==> config.mk <==
export PLATFORM = sky130hd
export DESIGN_NAME = tmq_cell
export DESIGN_NICKNAME = d
export VERILOG_FILES = /design/src/rtl/core/assert_macros.svh /design/src/rtl/core/tmq_pkg.sv /design/src/rtl/core/tmq_cell.sv
export SDC_FILE = /design/constraint.sdc
export NUM_CORES = 1
export LEC_CHECK = 0
export ABC_AREA = 1
export BUFFER_PORTS_ARGS = -buffer_cell sky130_fd_sc_hd__clkbuf_2
export CAP_MARGIN = 20
export CORE_AREA = 3 3 149 151
export DETAILED_ROUTE_END_ITERATION = 16
export DIE_AREA = 0 0 152 154
export SETUP_SLACK_MARGIN = 0.2
export SLEW_MARGIN = 20
export SYNTH_ARGS = -nofsm -noshare
export SYNTH_HDL_FRONTEND = slang
export SYNTH_SLANG_ARGS = --single-unit
==> constraint.sdc <==
create_clock -name clk_i -period 8.3 [get_ports clk_i]
set_input_delay 2.49 -clock clk_i [delete_from_list [all_inputs] [get_ports clk_i]]
set_output_delay 2.49 -clock clk_i [all_outputs]
set_load 0.02 [all_outputs]
==> src/rtl/core/assert_macros.svh <==
// Assertion macros shared by the timed message queue RTL.
// Needs a clock named clk_i and an active-low reset named rst_ni in scope.
`ifndef ASSERT_MACROS_SVH
`define ASSERT_MACROS_SVH

`ifndef SYNTH
// Checked at every rising edge outside reset
`define TMQ_ASSERT(lbl, prop, msg) \
  lbl: assert property (@(posedge clk_i) disable iff (!rst_ni) (prop)) else $error(msg);
// Checked at every rising edge, reset included
`define TMQ_ASSERT_ALWAYS(lbl, prop, msg) \
  lbl: assert property (@(posedge clk_i) (prop)) else $error(msg);
`else
`define TMQ_ASSERT(lbl, prop, msg)
`define TMQ_ASSERT_ALWAYS(lbl, prop, msg)
`endif

`endif

==> src/rtl/core/tmq_pkg.sv <==
// Types and codes of the timed message queue.
// No dependencies; used by tmq_cell and timed_message_queue.
package tmq_pkg;

  // Request codes
  typedef enum logic [1:0] {
    REQ_INSERT = 2'd0,
    REQ_DELETE = 2'd1,
    REQ_POLL   = 2'd2,
    REQ_STOP   = 2'd3
  } req_type_e;

  // Result status codes
  typedef enum logic [1:0] {
    STAT_DONE = 2'd0,
    STAT_QUIT = 2'd1,
    STAT_FULL = 2'd2
  } status_e;

  // What the cell row does in a cycle
  typedef enum logic [1:0] {
    MODE_INSERT = 2'd0,
    MODE_DELETE = 2'd1,
    MODE_POP    = 2'd2
  } cell_mode_e;

  localparam int unsigned TimeW = 63;
  localparam int unsigned NameW = 16;
  localparam int unsigned TokW  = 16;
  localparam int unsigned TotW  = 5;

  // One queued message
  typedef struct packed {
    logic [TimeW-1:0] handle_time;
    logic [NameW-1:0] msg_name;
    logic [TokW-1:0]  msg_token;
  } slot_t;

  // Broadcast control to every cell
  typedef struct packed {
    logic       en;
    cell_mode_e mode;
    slot_t      key;
  } cell_ctl_t;

  typedef struct packed {
    logic [1:0]       req_type;
    logic [NameW-1:0] msg_name;
    logic [TokW-1:0]  msg_token;
    logic [TimeW-1:0] handle_time;
    logic [TimeW-1:0] now_time;
  } req_t;

  typedef struct packed {
    logic [1:0]       status;
    logic             popped_valid;
    logic [NameW-1:0] popped_name;
    logic [TokW-1:0]  popped_token;
    logic [TimeW-1:0] popped_time;
    logic [TimeW-1:0] wait_ms;
    logic [TotW-1:0]  entry_total;
  } rsp_t;

endpackage

==> src/rtl/core/tmq_cell.sv <==
// One slot of the sorted queue: holds a message and shifts with its neighbours.
// Depends on tmq_pkg.
module tmq_cell import tmq_pkg::*; (
  input  logic      clk_i,
  input  cell_ctl_t ctl_i,
  input  logic      head_i,   // first cell of the row
  input  logic      occ_i,    // slot holds a message
  input  logic      at_fill_i, // slot is the first free one
  input  logic      hit_i,    // some earlier cell hit
  input  slot_t     prev_i,
  input  slot_t     next_i,
  output logic      hit_o,
  output slot_t     slot_o
);

  slot_t slot_q, slot_d;
  logic  own_hit;

  // Local match: for insert a later due time (at the head also an equal one, or a zero key time), same name for delete
  always_comb begin
    own_hit = 1'b0;
    case (ctl_i.mode)
      MODE_INSERT: begin
        if (head_i) begin
          own_hit = occ_i && ((ctl_i.key.handle_time == '0) ||
                              (ctl_i.key.handle_time <= slot_q.handle_time));
        end else begin
          own_hit = occ_i && (slot_q.handle_time > ctl_i.key.handle_time);
        end
      end
      MODE_DELETE: own_hit = occ_i && (slot_q.msg_name == ctl_i.key.msg_name);
      default:     own_hit = 1'b0;
    endcase
  end

  assign hit_o = hit_i | own_hit;

  // Next slot content
  always_comb begin
    slot_d = slot_q;
    if (ctl_i.en) begin
      case (ctl_i.mode)
        MODE_INSERT: begin
          if (hit_i) begin
            slot_d = prev_i;
          end else if (own_hit || at_fill_i) begin
            slot_d = ctl_i.key;
          end
        end
        MODE_DELETE: begin
          if (hit_i || own_hit) begin
            slot_d = next_i;
          end
        end
        MODE_POP: slot_d = next_i;
        default:  slot_d = slot_q;
      endcase
    end
  end

  always_ff @(posedge clk_i) begin
    slot_q <= slot_d;
  end

  assign slot_o = slot_q;

endmodule

* Word-level counts from Yosys, hierarchy flattened *
Index checks and enable logic that the tools add are counted.

word-level totals
  logic and storage cells = 27
  output and inout bits = 96
  bits in registers = 95
  input port bits = 293

operators by class
  $lt $le $gt $ge = 2
  bitwise gates (word level) = 1
  eq/ne operators = 5
  mux-type cells = 6
  reductions and logical operators = 10

operators by type and width
  operator                                                               count
  95-bit 2-to-1 mux                                                      3
  95-bit case mux with 3 select lines                                    1
  63-bit > comparator                                                    1
  63-bit <= comparator                                                   1
  63-bit zero test                                                       1
  16-bit equality test                                                   1
  4-bit AND reduction                                                    1
  1-bit logical AND                                                      3
  1-bit logical OR                                                       3
  3-bit != test, second input constant                                   1
  3-bit nonzero test                                                     1
  2-bit by 1-bit equality test with 1-bit output, second input constant  1
  2-bit equality test, second input constant                             1
  2-bit zero test                                                        1
  2-bit != test, second input constant                                   1
  1-bit case mux with 2 select lines                                     1
  1-bit 2-to-1 mux                                                       1
  1-bit bitwise OR                                                       1

* Logic depth before layout (Yosys ltp) *
Gate-level depths: netlist of the first run.

  depth after elaboration = 9
  depth in mapped cells = 21
  mapped depth without buffers = 21

* Least setup slack after synthesis of the first run *
Ideal clock, no wire load.

  kind = in2out
  from = input port ctl_i[94] (netlist bit)
  to = output port hit_o
  stages = 14
  path slack = 2001 ps
  arrival time = 3809 ps
  required time = 5810 ps
  path buffers = 0
  cells stage by stage = inv_1 > ha_1 > nand2_1 > nor2_1 > nand4_1 > nor3_2 > nand2_1 > nand2_1 > nand2_1 > nand2_1 > nand2_1 > nand2_1 > nand2_1 > nand2_1

between the ends
  word-level cells in the longest chain between the ends = 6
  elaborated cells on any way between the ends = 9
  classes of those cells = 2 x order compare; 2 x mux; 1 x bitwise; 4 x reduce/logical

ends and longest elaborated chain
  element                                                   line                            RTL
  start, declared                                           tmq_cell.sv:5                   input cell_ctl_t ctl_i,
  63-bit <= comparator or 63-bit zero test (tied branches)  tmq_cell.sv:26, tmq_cell.sv:25
  1-bit logical OR                                          tmq_cell.sv:25                  own_hit = occ_i && ((ctl_i.key.handle_time == '0) ||
  1-bit logical AND                                         tmq_cell.sv:25
  1-bit 2-to-1 mux (*)                                      tmq_cell.sv:24                  if (head_i) begin
  1-bit case mux with 2 select lines (*)                    tmq_cell.sv:22                  case (ctl_i.mode)
  1-bit bitwise OR (*)                                      tmq_cell.sv:36                  assign hit_o = hit_i | own_hit;
  end, declared                                             tmq_cell.sv:12                  output logic hit_o,

Mark *: on every way between the ends. The rest lies on a longest branch, timed or not.

* Worst setup path after layout of the first run *
  from = input port ctl_i[44] (netlist bit)
  to = output port hit_o

Same word-level chain as after synthesis.

==> results of run 1 <==
logic make-up after synthesis:
| kind of cell | Yosys count | share of synthesized area, % |
|---|---|---|
| AND/OR/NAND/NOR | 379 | 22.2 |
| buffers and inverters | 140 | 7.57 |
| flip-flops | 95 | 40.8 |
| AO/OA/AOI/OAI | 221 | 16.0 |
| XOR/XNOR | 13 | 1.63 |
| adder cells (fa/ha/maj) | 66 | 11.8 |
metal layers:
layer | part of all wire, % | GRT usage (%) | up-vias | routed length [um]
met1 | 42 | 26.9 | 3400 | 11000
met5 | 0 | 0 | - | 0
met3 | 5.8 | 3.66 | 21 | 1520
met4 | 1.4 | 5.52 | 0 | 374
met2 | 51 | 38.0 | 271 | 13300
li1 | - | - | 3807 | -
worst max-delay path, delay by kind of cell:
family / cells / cell delay [ns]
adders and majority gates: 1 / 0.31
buffers and inverters: 3 / 0.32
and+or+nand+nor: 14 / 1.28
through the flow:
step / cell area (um^2) / hold slack [ns]
global placement: 9180 / 1.54
detailed placement: 9180 / 1.56
CTS: 9470 / 1.57
floorplan: 6990 / 2.42
global route: 9470 / 1.66
finish: 9470 / 1.50
synth_stat cells:
library cell and number:
ha_1 66, inv_1 95, nor2_2 3, nand2_2 3
a21boi_0 1, nor4_1 11, inv_2 3, or2_2 2
buf_2 3, nor4b_2 1, a21o_1 2, nand4_1 14
nor3_2 1, xnor2_1 9, nand3_1 15, edfxtp_1 95
a21o_2 1, nand2_1 201, nor3_1 8, o2111ai_1 1
a21oi_1 213, buf_1 9, o21ai_0 3, clkbuf_1 30
xor2_1 4, nor2_1 120
how the worst max path moves through the flow:
stage	depth (start not counted)	startpoint	endpoint
after detailed placement	18	ctl_i[44]	hit_o
after global routing	18	ctl_i[44]	hit_o
after global placement	18	ctl_i[44]	hit_o
after floorplan	14	ctl_i[94]	hit_o
after CTS	18	ctl_i[44]	hit_o
final	18	ctl_i[44]	hit_o
final cells by class:
class	count	area [um^2]	area share, %
Sequential cell	95	2850	30.1
Inverter	98	373	3.94
Clock buffer	9	225	2.38
Tap cell	275	344	3.63
Antenna cell	1	2.50	0.0264
Multi-Input combinational cell	679	3620	38.3
Timing Repair Buffer	393	1980	20.9
Clock inverter	7	63.8	0.674
report_power, final:
part	switching, mW	leakage (nW)	internal [mW]
clock network	0.193	0.130	0.231
logic	0.284	3.76	0.169
registers	0.0235	0.896	0.588
==> summary.txt, run 1 <==
DRT antenna net count -> 0
Clk_skew -> 0.0134 ns
Vias -> 7,499
Relative slew slack -> 26.7%
CP Capture Type -> output port
Req. time, crit path -> 5.81 ns
Die ar. -> 23,400 um^2
LEAKAGE -> 4.79 nW
Final hold violations -> 0
R2r setup slk -> 4.62 ns
CP Data Arrival Time -> 4.42 ns
Die width -> 152 um
Resized Gates After CTS -> 0
H-tree lvl count -> 3
CTS tree -> built
Max Cap Violations -> 0
Ratio of cells with drive above 1 in the final layout -> 32.9%
Clock sink count -> 95
Final worst path period share -> 83.2%
Worst slack, placed -> 1.31 ns
Vias in the first global route -> 7,362
Antenna violations before repair -> 1
Detailed-placement wirelength estimate -> 20.5 mm
Worst R2R Path Depth -> 18
Clk slew on worst S/H paths -> 0.07 ns
Mean Syn Cell Area -> 7.65 um^2
Starting density of the core -> 33.4%
Sequential-to-total area share from yosys stat -> 40.8%
TNS Setup -> 0 ns
Num CTS Buffers -> 9
Placer Congestion -> 0.881
CP dominant cell by count -> nand2_1
TritonRoute pass-1 iters -> 4
Top Ports -> 389
Mapped cell area -> 6990 um^2
Power per cell area -> 157 nW/um^2
Hold Buf Count CTS -> 0
# DRC -> 0
Most frequent cells in the layout -> clkbuf_2 (387), a21oi_1 (213), nand2_1 (201)
Gate Count Post-Synth -> 914
Die height -> 154 um
CP max FO -> 3
FF-to-FF End -> slot_o[7]
DP Cell Count -> 1,540
Setup Buffers After CTS -> 0
Worst IR drop on VDD -> 101 uV
Startpoint types -> input port
Synth cell types -> 26
Hold WC Path Type -> flip-flop to flip-flop
Unrepaired setup endpoints after global routing -> no
Biggest area consumer among synthesized cells -> edfxtp_1
IO buf count -> 388
Time the worst path needs with I/O delays and setup -> 6.91 ns
Slowest cell delay on critical path -> 0.31 ns
Final WL -> 26.2 mm
Final std cells w/o fill -> 1,557
Congestion Overflow GR -> 0
Hold_sp -> slot_o[19]
Status -> complete, no violations
Core Area -> 21,000 um^2
Crit-path cells -> clkbuf_2 > inv_1 > ha_1 > nand4_1 > nor3_1 > nand2_1 > nand2_1 > nand2_1 > nand2_1 > nand2_1 > nand2_1 > nand2_1 > nand2_1 > nand2_1 > nand2_1 > nand2_1 > nand2_1 > clkbuf_2
Syn_nets -> 1,273
Fin nets -> 1,635
Worst r2r src -> slot_o[43]
Util after Layout -> 45.2%
1st-iter DRT viols -> 455
Setup violations, final -> 0
Root buffer cell -> clkbuf_16
Synth Register Bits -> 95
Hold Crit Endpoint -> slot_o[17]
DR WL/cell -> 16.8 um
CTS Buffer Depth -> 2
Synth top area share -> 40.8%
Later-pin clock latency in the skew report -> 0.35 ns
Max FFs per register -> 95
Fmax -> 145 MHz
Hold Path Depth -> 8
Final Power -> 1.49 mW
WS Path Type -> input port to output port
Yosys warning count -> 0
First-pass GRT wire length -> 40.0 mm
Final Max Tran Viols -> 0
Largest cells by area after synthesis -> edfxtp_1 (41%), a21oi_1 (15%), ha_1 (12%)
Pin count of the biggest net entering global routing -> 97
Fillers -> 2,199
Via density per instance -> 4.82
FP Rows -> 53
P&R area growth vs syn -> 35.4%
GRT Total Usage -> 21.3%
Slowest-stage cell, CP -> ha_1
Worst slew pin tran -> 1.10 ns
Commonest non-fill, non-tap cell in the layout -> clkbuf_2
Final setup margin -> 1.39 ns
Power figures use the tool's default switching activity.
==> run 2: changes to the inputs <==
Clock period 8.3 ns to 6.6 ns, I/O delays scaled along.
==> run 2 against run 1 <==
Net effect:
- sequential share of layout area down 0.056 points
- flip-flop and latch count unchanged
- largest power group unchanged
- clock skew about the same
- first-iteration DRC count down 5.7%
- clock-buffer cell count up 2
- register-to-register slack worse by 1.4 ns
- critical path type unchanged
- global-route usage down 0.12 points
- non-clock buffer count up 2
- setup slack worse by 0.64 ns
- worst hold slack worse by 0.0091 ns
==> summary.txt, run 2 (synthesis results as in run 1) <==
Status -> complete, no violations
Commonest non-fill, non-tap cell in the layout -> clkbuf_2
CP max FO -> 2
Worst Path Buf+Inv -> 3
Power per cell area -> 198 nW/um^2
Antenna violations before repair -> 1
Util after Layout -> 45.3%
CTS tree -> built
Max Cap Violations -> 0
DR WL/cell -> 16.6 um
CP Data Arrival Time -> 3.87 ns
Slowest-stage cell, CP -> ha_1
Num CTS Buffers -> 9
Die width -> 152 um
Req. time, crit path -> 4.62 ns
Startpoint types -> input port
Worst slew pin tran -> 1.12 ns
WS Path Type -> input port to output port
CP top delay family -> simple AND/OR/NAND/NOR gates
Pin count of the biggest net entering global routing -> 97
Most frequent cells in the layout -> clkbuf_2 (387), a21oi_1 (213), nand2_1 (201)
Time the worst path needs with I/O delays and setup -> 5.85 ns
TNS Setup -> 0 ns
Unrepaired setup endpoints after global routing -> no
Clk slew on worst S/H paths -> 0.07 ns
Vias -> 7,551
LEAKAGE -> 4.81 nW
Final Power -> 1.88 mW
Worst IR drop on VDD -> 110 uV
Clk_skew -> 0.0136 ns
Detailed-placement wirelength estimate -> 20.5 mm
Placer Congestion -> 0.892
Ratio of cells with drive above 1 in the final layout -> 33.0%
Max FFs per register -> 95
Fin area -> 9490 um^2
Relative slew slack -> 25.7%
Resized Gates After CTS -> 0
Starting density of the core -> 33.4%
GRT busiest layer -> met2
P&R area growth vs syn -> 35.6%
Hold WC Path Type -> flip-flop to flip-flop
Fillers -> 2,167
First-pass GRT wire length -> 39.6 mm
CTS Buffer Depth -> 2
Top Ports -> 389
Die height -> 154 um
CP Capture Type -> output port
Placed Area -> 9190 um^2
GRT Total Usage -> 21.2%
Die ar. -> 23,400 um^2
Final worst path period share -> 88.6%
Crit-path cells -> clkbuf_2 > inv_1 > ha_1 > nand4_1 > nor3_1 > nand2_1 > nand2_1 > nand2_1 > nand2_1 > nand2_1 > nand2_1 > nand2_1 > nand2_1 > nand2_1 > nand2_1 > nand2_1 > nand2_1 > clkbuf_2
Congestion Overflow GR -> 0
Fin nets -> 1,637
Later-pin clock latency in the skew report -> 0.36 ns
Setup violations, final -> 0
Global routing usage on met3 -> 4.53%
TritonRoute pass-1 iters -> 7
DRT antenna net count -> 0
Root buffer cell -> clkbuf_16
Final WL -> 26.0 mm
Clock sink count -> 95
FP Rows -> 53
Final Max Tran Viols -> 0
Via density per instance -> 4.84
Vias in the first global route -> 7,295
Hold Buf Count CTS -> 0
1st-iter DRT viols -> 429
# DRC -> 0
Fmax -> 171 MHz
CP dominant cell by count -> nand2_1
Core Area -> 21,000 um^2
Final hold violations -> 0
H-tree lvl count -> 3
Met1 GRT Util -> 26.4%
Slowest cell delay on critical path -> 0.30 ns
IO buf count -> 388
Setup Buffers After CTS -> 0
GRT met2 Usage -> 37.1%
[run 2: cell types whose count changed in the layout (fill, tap and decap cells not counted), sizes merged]
| cell | delta |
|---|---|
| clkbuf | +2 |
| clkinvlp | -2 |
| buf | +2 |
[run 2: metal layers]
layer  share of wire [%]  vias to the layer above
met1                  40                     3370
met2                  50                      334
met5                   0                        -
met4                 1.8                        0
li1                    -                     3819
met3                 7.8                       28
[run 2: power by group]
group	switching, mW	total (mW)	leakage [nW]	internal, mW
logic	0.357	0.572	3.77	0.214
clock network	0.241	0.536	0.137	0.295
registers	0.0294	0.768	0.896	0.739
[run 2: stage by stage]
stage / hold slack (ns) / setup slack, ns / cells
final: 1.49 / 0.750 / 1559
after global routing: 1.66 / 0.464 / 1559
after CTS: 1.53 / 0.682 / 1558
after detailed placement: 1.51 / 0.681 / 1542
after global placement: 1.49 / 0.654 / 1542
after floorplan: 2.21 / 1.06 / 914
[run 2: final timing paths]
| kind | start | end | slack (ns) | cells after the start |
|---|---|---|---|---|
| min | slot_o[16] | slot_o[23] | 1.49 | 9 |
| min reg2reg | slot_o[16] | slot_o[23] | 1.49 | 9 |
| max | ctl_i[40] | hit_o | 0.75 | 18 |
| max reg2reg | slot_o[40] | slot_o[52] | 3.18 | 18 |
[run 2: final cells by class]
cell class / instances / area (um^2) / area share (%)
diodes: 1 / 2.50 / 0.0264
clock buffers: 11 / 233 / 2.45
clock inverters: 5 / 58.8 / 0.620
inverters: 98 / 373 / 3.93
multi-input cells: 679 / 3620 / 38.2
flip-flops and latches: 95 / 2850 / 30.1
well taps: 275 / 344 / 3.63
repair buffers: 395 / 2000 / 21.1
[run 2: worst register-to-register path, cell delays in order (launching register included)]
cell and delay (ns):
edfxtp_1 0.41, ha_1 0.33, nand4_1 0.23, nor3_1 0.20, nand2_1 0.07, nand2_1 0.11
nand2_1 0.07, nand2_1 0.08, nand2_1 0.05, nand2_1 0.05, nand2_1 0.04, nand2_1 0.10
nand2_1 0.06, nand2_1 0.05, nand2_1 0.08, nand3_1 0.08, nand2_1 0.10, inv_4 0.57
buf_4 0.42
